[config.mk]
export PLATFORM = sky130hd
export DESIGN_NAME = serial_command_validator_unit_flat
export DESIGN_NICKNAME = d
export VERILOG_FILES = /design/src/rtl/scv_pkg.sv /design/src/rtl/scv_if.sv /design/src/rtl/serial_command_validator_unit.sv /design/src/rtl/scv_step.sv /design/src/flat_wrapper.sv
export SDC_FILE = /design/constraint.sdc
export NUM_CORES = 1
export LEC_CHECK = 0
export BUFFER_PORTS_ARGS = -buffer_cell sky130_fd_sc_hd__buf_4
export CAP_MARGIN = 20
export CORE_MARGIN = 4
export CORE_UTILIZATION = 50
export DETAILED_ROUTE_END_ITERATION = 7
export GPL_TIMING_DRIVEN = 0
export HOLD_SLACK_MARGIN = 0.1
export PLACE_DENSITY = 0.71
export SYNTH_ARGS = -nofsm -noshare
export SYNTH_HDL_FRONTEND = slang
export SYNTH_SLANG_ARGS = --single-unit
[constraint.sdc]
create_clock -name i_clk -period 7.1 [get_ports i_clk]
set_clock_uncertainty 0.05 [all_clocks]
set_input_delay 2.13 -clock i_clk [delete_from_list [all_inputs] [get_ports i_clk]]
set_output_delay 2.13 -clock i_clk [all_outputs]
set_load 0.02 [all_outputs]
[src/rtl/scv_pkg.sv]
package scv_pkg;

    // Argument limits
    localparam int unsigned MAX_DIGITS = 7;
    localparam logic [3:0]  COUNT_SAT  = 4'd9;
    localparam logic [3:0]  COUNT_MAX  = 4'(MAX_DIGITS + 1);
    localparam logic [23:0] ACC_SAT    = 24'd9999999;
    localparam logic [23:0] VALUE_MAX  = 24'd32767;
    localparam logic [15:0] MS_SCALE   = 16'd1000;

    // Command letters, ASCII
    localparam logic [7:0] CH_V    = 8'h76;
    localparam logic [7:0] CH_S    = 8'h73;
    localparam logic [7:0] CH_G    = 8'h67;
    localparam logic [7:0] CH_D    = 8'h64;
    localparam logic [7:0] CH_X    = 8'h78;
    localparam logic [7:0] CH_M    = 8'h6D;
    localparam logic [7:0] CH_L    = 8'h6C;
    localparam logic [7:0] CH_T    = 8'h74;
    localparam logic [7:0] CH_ZERO = 8'h30;
    localparam logic [7:0] CH_NINE = 8'h39;

    // Error codes
    localparam logic [2:0] ERR_NONE      = 3'd0;
    localparam logic [2:0] ERR_EMPTY     = 3'd1;
    localparam logic [2:0] ERR_UNKNOWN   = 3'd2;
    localparam logic [2:0] ERR_NO_ARG    = 3'd3;
    localparam logic [2:0] ERR_NON_NUM   = 3'd4;
    localparam logic [2:0] ERR_TOO_LONG  = 3'd5;
    localparam logic [2:0] ERR_RANGE     = 3'd6;
    localparam logic [2:0] ERR_NO_WRAP   = 3'd7;

    // Per-command parse state
    typedef struct packed {
        logic [7:0]  head_char;
        logic [3:0]  char_count;
        logic        digits_only;
        logic [23:0] acc_value;
    } t_state;

    localparam t_state STATE_RESET = '{
        head_char:   8'd0,
        char_count:  4'd0,
        digits_only: 1'b1,
        acc_value:   24'd0
    };

    // One result item
    typedef struct packed {
        logic               ok;
        logic [2:0]         error_code;
        logic [23:0]        arg_value;
        logic signed [15:0] wrapped_ms;
    } t_result;

    // Letters accepted without an argument
    function automatic logic is_lone_letter(input logic [7:0] c);
        return (c == CH_V) || (c == CH_S) || (c == CH_G) ||
               (c == CH_D) || (c == CH_X) || (c == CH_M);
    endfunction

endpackage

[src/rtl/scv_if.sv]
// Command character channel
interface scv_cmd_if;
    logic       valid;
    logic       ready;
    logic [7:0] ch;
    logic       last;
    logic       empty_cmd;

    modport source (output valid, output ch, output last, output empty_cmd, input ready);
    modport sink   (input valid, input ch, input last, input empty_cmd, output ready);
endinterface

// Verdict channel
interface scv_res_if;
    logic               valid;
    logic               ready;
    logic               ok;
    logic [2:0]         error_code;
    logic [23:0]        arg_value;
    logic signed [15:0] wrapped_ms;

    modport source (output valid, output ok, output error_code, output arg_value,
                    output wrapped_ms, input ready);
    modport sink   (input valid, input ok, input error_code, input arg_value,
                    input wrapped_ms, output ready);
endinterface

[src/rtl/serial_command_validator_unit.sv]
// A command's final item is held in the input register, then its verdict in the result register.
// Throughput: one character item per cycle unless a final item waits on a pending verdict; the input
// register and the result register let a new item enter while a verdict waits to be taken.
// Reset: synchronous, active low; clears the handshake flags and the parse state.
module serial_command_validator_unit (
    input  logic             i_clk,
    input  logic             i_rst_n,
    scv_cmd_if.sink          i_cmd,
    scv_res_if.source        o_res
);

    // Input register
    logic       r_in_valid;
    logic [7:0] r_in_ch;
    logic       r_in_last;
    logic       r_in_empty;

    // Parse state and result register
    scv_pkg::t_state  r_state;
    scv_pkg::t_state  n_state;
    scv_pkg::t_state  step_next;
    scv_pkg::t_result step_result;
    scv_pkg::t_result n_result;
    scv_pkg::t_result r_result;
    logic             r_out_valid;

    logic out_free;
    logic produces;
    logic proc_go;
    logic in_take;

    assign out_free = !r_out_valid || o_res.ready;
    assign produces = r_in_empty || r_in_last;
    assign proc_go  = r_in_valid && (!produces || out_free);
    assign in_take  = i_cmd.valid && i_cmd.ready;

    assign i_cmd.ready = !r_in_valid || proc_go;

    scv_step u_step (
        .i_state  (r_state),
        .i_ch     (r_in_ch),
        .o_next   (step_next),
        .o_result (step_result)
    );

    // Next state and verdict; an empty command overrides everything
    always_comb begin
        n_state  = r_state;
        n_result = step_result;
        if (proc_go) begin
            if (r_in_empty) begin
                n_state  = scv_pkg::STATE_RESET;
                n_result = '{ok: 1'b0, error_code: scv_pkg::ERR_EMPTY,
                             arg_value: 24'd0, wrapped_ms: 16'sd0};
            end else if (r_in_last) begin
                n_state = scv_pkg::STATE_RESET;
            end else begin
                n_state = step_next;
            end
        end
    end

    // Input stage
    always_ff @(posedge i_clk) begin
        if (!i_rst_n) begin
            r_in_valid <= 1'b0;
        end else if (i_cmd.ready) begin
            r_in_valid <= i_cmd.valid;
        end
        if (in_take) begin
            r_in_ch    <= i_cmd.ch;
            r_in_last  <= i_cmd.last;
            r_in_empty <= i_cmd.empty_cmd;
        end
    end

    // Parse state
    always_ff @(posedge i_clk) begin
        if (!i_rst_n) begin
            r_state <= scv_pkg::STATE_RESET;
        end else begin
            r_state <= n_state;
        end
    end

    // Result stage
    always_ff @(posedge i_clk) begin
        if (!i_rst_n) begin
            r_out_valid <= 1'b0;
        end else if (out_free) begin
            r_out_valid <= proc_go && produces;
        end
        if (proc_go && produces) begin
            r_result <= n_result;
        end
    end

    assign o_res.valid      = r_out_valid;
    assign o_res.ok         = r_result.ok;
    assign o_res.error_code = r_result.error_code;
    assign o_res.arg_value  = r_result.arg_value;
    assign o_res.wrapped_ms = r_result.wrapped_ms;

    // A passing verdict carries no error code, a failing one always does
    a_ok_code: assert property (@(posedge i_clk) disable iff (!i_rst_n)
        o_res.valid |-> (o_res.ok == (o_res.error_code == scv_pkg::ERR_NONE)))
        else $error("verdict flag and error code disagree");

    // Rejected before the wrap check means no argument is reported
    a_no_arg: assert property (@(posedge i_clk) disable iff (!i_rst_n)
        (o_res.valid && (o_res.error_code != scv_pkg::ERR_NONE) &&
         (o_res.error_code != scv_pkg::ERR_NO_WRAP))
        |-> ((o_res.arg_value == 24'd0) && (o_res.wrapped_ms == 16'sd0)))
        else $error("argument reported on an early rejection");

    // A finished command leaves the parse state cleared
    a_clear: assert property (@(posedge i_clk) disable iff (!i_rst_n)
        (proc_go && produces) |=> ((r_state.char_count == 4'd0) &&
                                   (r_state.acc_value == 24'd0) && r_state.digits_only))
        else $error("parse state not cleared after a verdict");

    // A verdict issued only when the output side could take it
    a_no_drop: assert property (@(posedge i_clk) disable iff (!i_rst_n)
        (proc_go && produces) |-> out_free)
        else $error("verdict would overwrite a pending result");

endmodule

[src/rtl/scv_step.sv]
// Folds one character into the parse state and judges the updated state
module scv_step (
    input  scv_pkg::t_state  i_state,
    input  logic [7:0]       i_ch,
    output scv_pkg::t_state  o_next,
    output scv_pkg::t_result o_result
);

    logic        is_digit;
    logic [27:0] acc_ext;
    logic [27:0] acc_sum;
    logic [31:0] ms_prod;
    logic [15:0] ms_low;

    assign is_digit = (i_ch >= scv_pkg::CH_ZERO) && (i_ch <= scv_pkg::CH_NINE);

    // acc * 10 + digit, the digit being the low nibble of an ASCII digit
    assign acc_ext = {4'd0, i_state.acc_value};
    assign acc_sum = (acc_ext << 3) + (acc_ext << 1) + {24'd0, i_ch[3:0]};

    // State update
    always_comb begin
        o_next = i_state;
        if (i_state.char_count == 4'd0) begin
            o_next.head_char = i_ch;
        end else if (!is_digit) begin
            o_next.digits_only = 1'b0;
        end else if (acc_sum > {4'd0, scv_pkg::ACC_SAT}) begin
            o_next.acc_value = scv_pkg::ACC_SAT;
        end else begin
            o_next.acc_value = acc_sum[23:0];
        end
        if (i_state.char_count < scv_pkg::COUNT_SAT) begin
            o_next.char_count = i_state.char_count + 4'd1;
        end
    end

    // Value in ms, wrapped to 16 bits; only the low 16 bits of the argument matter
    assign ms_prod = {16'd0, o_next.acc_value[15:0]} * {16'd0, scv_pkg::MS_SCALE};
    assign ms_low  = ms_prod[15:0];

    // Verdict on the updated state, first failing rule wins
    always_comb begin
        o_result = '{ok: 1'b0, error_code: scv_pkg::ERR_NONE,
                     arg_value: 24'd0, wrapped_ms: 16'sd0};
        priority if (o_next.char_count == 4'd1) begin
            if (scv_pkg::is_lone_letter(o_next.head_char)) begin
                o_result.ok = 1'b1;
            end else begin
                o_result.error_code = scv_pkg::ERR_UNKNOWN;
            end
        end else if ((o_next.head_char != scv_pkg::CH_L) &&
                     (o_next.head_char != scv_pkg::CH_T)) begin
            o_result.error_code = scv_pkg::ERR_NO_ARG;
        end else if (!o_next.digits_only) begin
            o_result.error_code = scv_pkg::ERR_NON_NUM;
        end else if (o_next.char_count > scv_pkg::COUNT_MAX) begin
            o_result.error_code = scv_pkg::ERR_TOO_LONG;
        end else if ((o_next.acc_value == 24'd0) ||
                     (o_next.acc_value > scv_pkg::VALUE_MAX)) begin
            o_result.error_code = scv_pkg::ERR_RANGE;
        end else if (o_next.head_char == scv_pkg::CH_T) begin
            o_result.arg_value  = o_next.acc_value;
            o_result.wrapped_ms = $signed(ms_low);
            if (ms_low[15]) begin
                o_result.ok = 1'b1;
            end else begin
                o_result.error_code = scv_pkg::ERR_NO_WRAP;
            end
        end else begin
            o_result.ok        = 1'b1;
            o_result.arg_value = o_next.acc_value;
        end
    end

endmodule

[src/flat_wrapper.sv]
// flat-port wrapper written by rule: the top's interface ports become plain ports
module serial_command_validator_unit_flat 
  (i_clk, i_rst_n, i_cmd_valid, i_cmd_ch, i_cmd_last, i_cmd_empty_cmd, i_cmd_ready, o_res_valid, o_res_ok, o_res_error_code, o_res_arg_value, o_res_wrapped_ms, o_res_ready);
  scv_cmd_if i_cmd_i ();
  scv_res_if o_res_i ();
  input  logic i_clk;
  input  logic i_rst_n;
  input wire logic [$bits(i_cmd_i.valid)-1:0] i_cmd_valid;
  input wire logic [$bits(i_cmd_i.ch)-1:0] i_cmd_ch;
  input wire logic [$bits(i_cmd_i.last)-1:0] i_cmd_last;
  input wire logic [$bits(i_cmd_i.empty_cmd)-1:0] i_cmd_empty_cmd;
  output wire logic [$bits(i_cmd_i.ready)-1:0] i_cmd_ready;
  output wire logic [$bits(o_res_i.valid)-1:0] o_res_valid;
  output wire logic [$bits(o_res_i.ok)-1:0] o_res_ok;
  output wire logic [$bits(o_res_i.error_code)-1:0] o_res_error_code;
  output wire logic [$bits(o_res_i.arg_value)-1:0] o_res_arg_value;
  output wire logic [$bits(o_res_i.wrapped_ms)-1:0] o_res_wrapped_ms;
  input wire logic [$bits(o_res_i.ready)-1:0] o_res_ready;
  assign i_cmd_i.valid = i_cmd_valid;
  assign i_cmd_i.ch = i_cmd_ch;
  assign i_cmd_i.last = i_cmd_last;
  assign i_cmd_i.empty_cmd = i_cmd_empty_cmd;
  assign i_cmd_ready = i_cmd_i.ready;
  assign o_res_valid = o_res_i.valid;
  assign o_res_ok = o_res_i.ok;
  assign o_res_error_code = o_res_i.error_code;
  assign o_res_arg_value = o_res_i.arg_value;
  assign o_res_wrapped_ms = o_res_i.wrapped_ms;
  assign o_res_i.ready = o_res_ready;
  serial_command_validator_unit u_core (.i_clk(i_clk), .i_rst_n(i_rst_n), .i_cmd(i_cmd_i), .o_res(o_res_i));
endmodule
==> summary.txt <==
Outcome
  • Status: finished, violations left
  • Failing checks: setup timing

Clock tree
  • Clock Path Buffers: 2
  • CTS tree: yes
  • Root buf cell: clkbuf_16
  • Reg clk slew, reported paths: 0.07 ns
  • Total CTS buffers: 9
  • Worst-Skew Late Latency: 0.35 ns
  • CTS sink count: 90
  • CTS Hold Bufs: 0
  • Htree depth: 3

Timing
  • Max Fclk: 0.1238 GHz
  • Final Max Tran Viols: 0
  • Tmin final: 8.081 ns
  • Fin. Hold Viols: 0
  • Hold_ws: 0.4395 ns
  • Ratio of final minimum period to clock period: 1.138
  • Max-slew headroom: 0.3309
  • Final TNS setup: -4.740 ns
  • Final setup margin: -0.9807 ns
  • Slew at the pin closest to its max-slew limit: 0.9932 ns
  • Final setup viols: 7
  • Unrepaired setup endpoints after global routing: true

GRT
  • Largest net degree at the start of global routing: 43
  • Antenna violations before repair: 0
  • GR Overflow Total: 0
  • First-pass GRT wire length: 34270 µm
  • GRT Total Usage: 0.2344
  • Vias in the first global route: 6788

Floorplanning
  • Die ar.: 17850 µm²
  • Die W: 133.6 µm
  • Starting Density: 0.5152
  • I/O pin count: 60
  • Placeable core region: 15310 µm²
  • Rows: 45
  • Die Y-Extent: 133.6 µm

Worst setup path
  • Max stage delay on crit path: 0.63 ns
  • Critical path required time: 7.15 ns
  • CP max FO: 5
  • CP arrival: 8.13 ns
  • CP max-delay cell: fa_2
  • Setup Crit Path Kind: flip-flop to flip-flop
  • CP startpoint kind: flip-flop
  • CP Capture Type: flip-flop

Placed design
  • IO Port Bufs: 55
  • Placed Cells: 1157
  • Routability congestion estimate: 0.8954
  • Detail Placement HPWL: 15460 µm

Synth
  • Synth top area share: 0.1941
  • Top cell type by total area after synthesis: edfxtp_1
  • EDFF count, synth: 51
  • Yosys warns: 0
  • #FFs+latches synth: 90
  • Cells after Synth: 880
  • Synthesized area per cell: 8.966 µm²
  • Post-Syn Area: 7890 µm²
  • Dominant synthesized flop cell: edfxtp_1
  • Ranking of synthesized cells by area: edfxtp_1 (19%), ha_1 (13%), dfxtp_1 (9.9%)
  • Sequential fraction of the synthesis area: 0.2931
  • Library cells used by synthesis: 96
  • Synth async-reset ratio: 0

Power
  • P_sw: 0.2788 mW
  • Clock power share: 0.420
  • Leak pwr: 4.261 nW
  • Pwr per Cell Area: 114.9 nW/µm²
  • Total internal power: 0.8531 mW
  • Net Sw Frac: 0.2463
  • Sequential share of power: 0.504
  • Combinational share of power: 0.075
  • VDD IR max: 0.1401 mV
  • Tot Pwr: 1.132 mW

Detailed routing
  • Routed wire length: 21530 µm
  • Vias: 7125
  • DR DRC count: 0
  • Drt first-iter violations: 570
  • Detailed Routing Iterations Pass 1: 6
  • Via density per instance: 5.840
  • Final antenna-violating net count: 0
  • WL/cell: 17.65 µm

Final layout
  • Area growth syn-to-layout: 24.90%
  • Final nets: 1122
  • Antenna Cells: 0
  • Most frequent cells in the layout: buf_4 (112), nand2_1 (73), nor2_1 (71), ha_1 (67)
  • Layout cells sized above 1: 0.2587
  • Non-Filler Instances: 1220
  • Most common cell after layout, fill and taps aside: buf_4
  • Fillers: 1272

Job
  • Max cap viols: 0

Hold path
  • Min-delay worst type: flip-flop to flip-flop
==> layout make-up <==
class                   instances  area (µm²)  area share
multi-input cells             704        5728      0.5813
flip-flops and latches         90        2323      0.2358
clock buffers                  10       239.0     0.02425
plain buffers                  29       170.2     0.01727
inverters                      60       232.7     0.02362
well taps                     211       264.0     0.02679
clock inverters                 6       56.30    0.005714
repair buffers                110       840.8     0.08532
==> critical path, delay by kind of cell, from the launching register on <==
family	cells	cell delay (ns)
flip-flops	1	0.48
XOR/XNOR	1	0.27
AO/OA/AOI/OAI	10	1.92
adder cells (fa/ha/maj)	7	2.98
buffers and inverters	7	0.88
AND/OR/NAND/NOR	7	1.27
==> per-stage QoR <==
step                      setup WS, ns  utilization  instance area [µm²]
final                          -0.9807       0.6435                 9854
after global placement          -1.552       0.5685                 8706
after detailed placement        -1.634       0.5685                 8706
after global routing            -1.208       0.6435                 9854
after CTS                      -0.8571       0.6157                 9429
after floorplan                -0.3490            -                 8029
==> power groups by stage <==
stage	Clock [mW]	Sequential, mW	Combinational (mW)
after CTS	0.483	0.571	0.0833
final	0.476	0.571	0.0853
after global placement	0	0.582	0.0804
after detailed placement	0	0.582	0.0816
after floorplan	0	0.592	0.0408
after global routing	0.505	0.572	0.0932
==> cells in the mapped netlist (4+ instances only) <==
cell / instances
a211o_1: 4
a211oi_1: 6
a21boi_0: 7
a21o_1: 21
a21oi_1: 42
a22oi_1: 13
a31oi_1: 6
and2_1: 24
and3_1: 6
and4_1: 5
buf_2: 4
buf_4: 6
buf_6: 4
clkbuf_1: 23
dfxtp_1: 39
edfxtp_1: 51
fa_1: 25
ha_1: 79
inv_1: 60
mux2i_1: 6
nand2_1: 74
nand2b_1: 6
nand3_1: 15
nand4_1: 11
nor2_1: 72
nor2b_1: 28
nor3_1: 24
nor4_1: 9
o211a_1: 7
o211ai_1: 12
o21a_1: 13
o21ai_0: 44
o21ai_1: 7
o31ai_1: 6
or3_1: 10
or4_1: 5
xnor2_1: 24
xor2_1: 6
==> timing repair <==
item                       in CTS  in global routing
gates cloned                    1                  0
buffers inserted               28                 27
resized for setup              49                 53
setup endpoints to repair      10                  9
pin swaps                      27                 55
==> metal layers <==
metal	track usage	vias up	wire [µm]
met5	0	-	0
met1	0.3189	3375	9422
met3	0.04003	48	1369
li1	-	3439	-
met2	0.3829	263	10140
met4	0.07257	0	598
==> state kept, by name (all words and copies together) (netlist names) <==
signal / count
u_core.o_res.ok: 1
u_core.o_res.wrapped_ms: 13
u_core.r_in_last: 1
u_core.o_res.valid: 1
u_core.r_state: 37
u_core.r_in_empty: 1
u_core.o_res.arg_value: 24
u_core.r_in_ch: 8
u_core.o_res.error_code: 3
u_core.r_in_valid: 1
==> worst paths after layout <==
path                           start                 end  slack, ns  cells past startpoint
hold reg to reg   u_core.r_state[24]  u_core.r_state[24]       0.44                      2
setup reg to reg   u_core.r_in_ch[3]     u_core.o_res.ok      -0.98                     32
setup / recovery   u_core.r_in_ch[3]     u_core.o_res.ok      -0.98                     32
hold / removal    u_core.r_state[24]  u_core.r_state[24]       0.44                      2
==> cells by family (layout without fill, tap and decap cells) <==
group                      count (synthesis)  count (layout)  share of synthesized area
AOI/OAI and AO/OA                        233             233                     0.2073
other                                      1              12                  0.0004753
adders and majority gates                104             104                     0.1887
buffers and inverters                     98             215                    0.05407
xor gates and xnor gates                  32              32                    0.03743
DFF                                       90              90                     0.2931
muxes                                      7               7                   0.009039
and+or+nand+nor                          315             316                     0.2100
(Power assumes the default switching activity.)
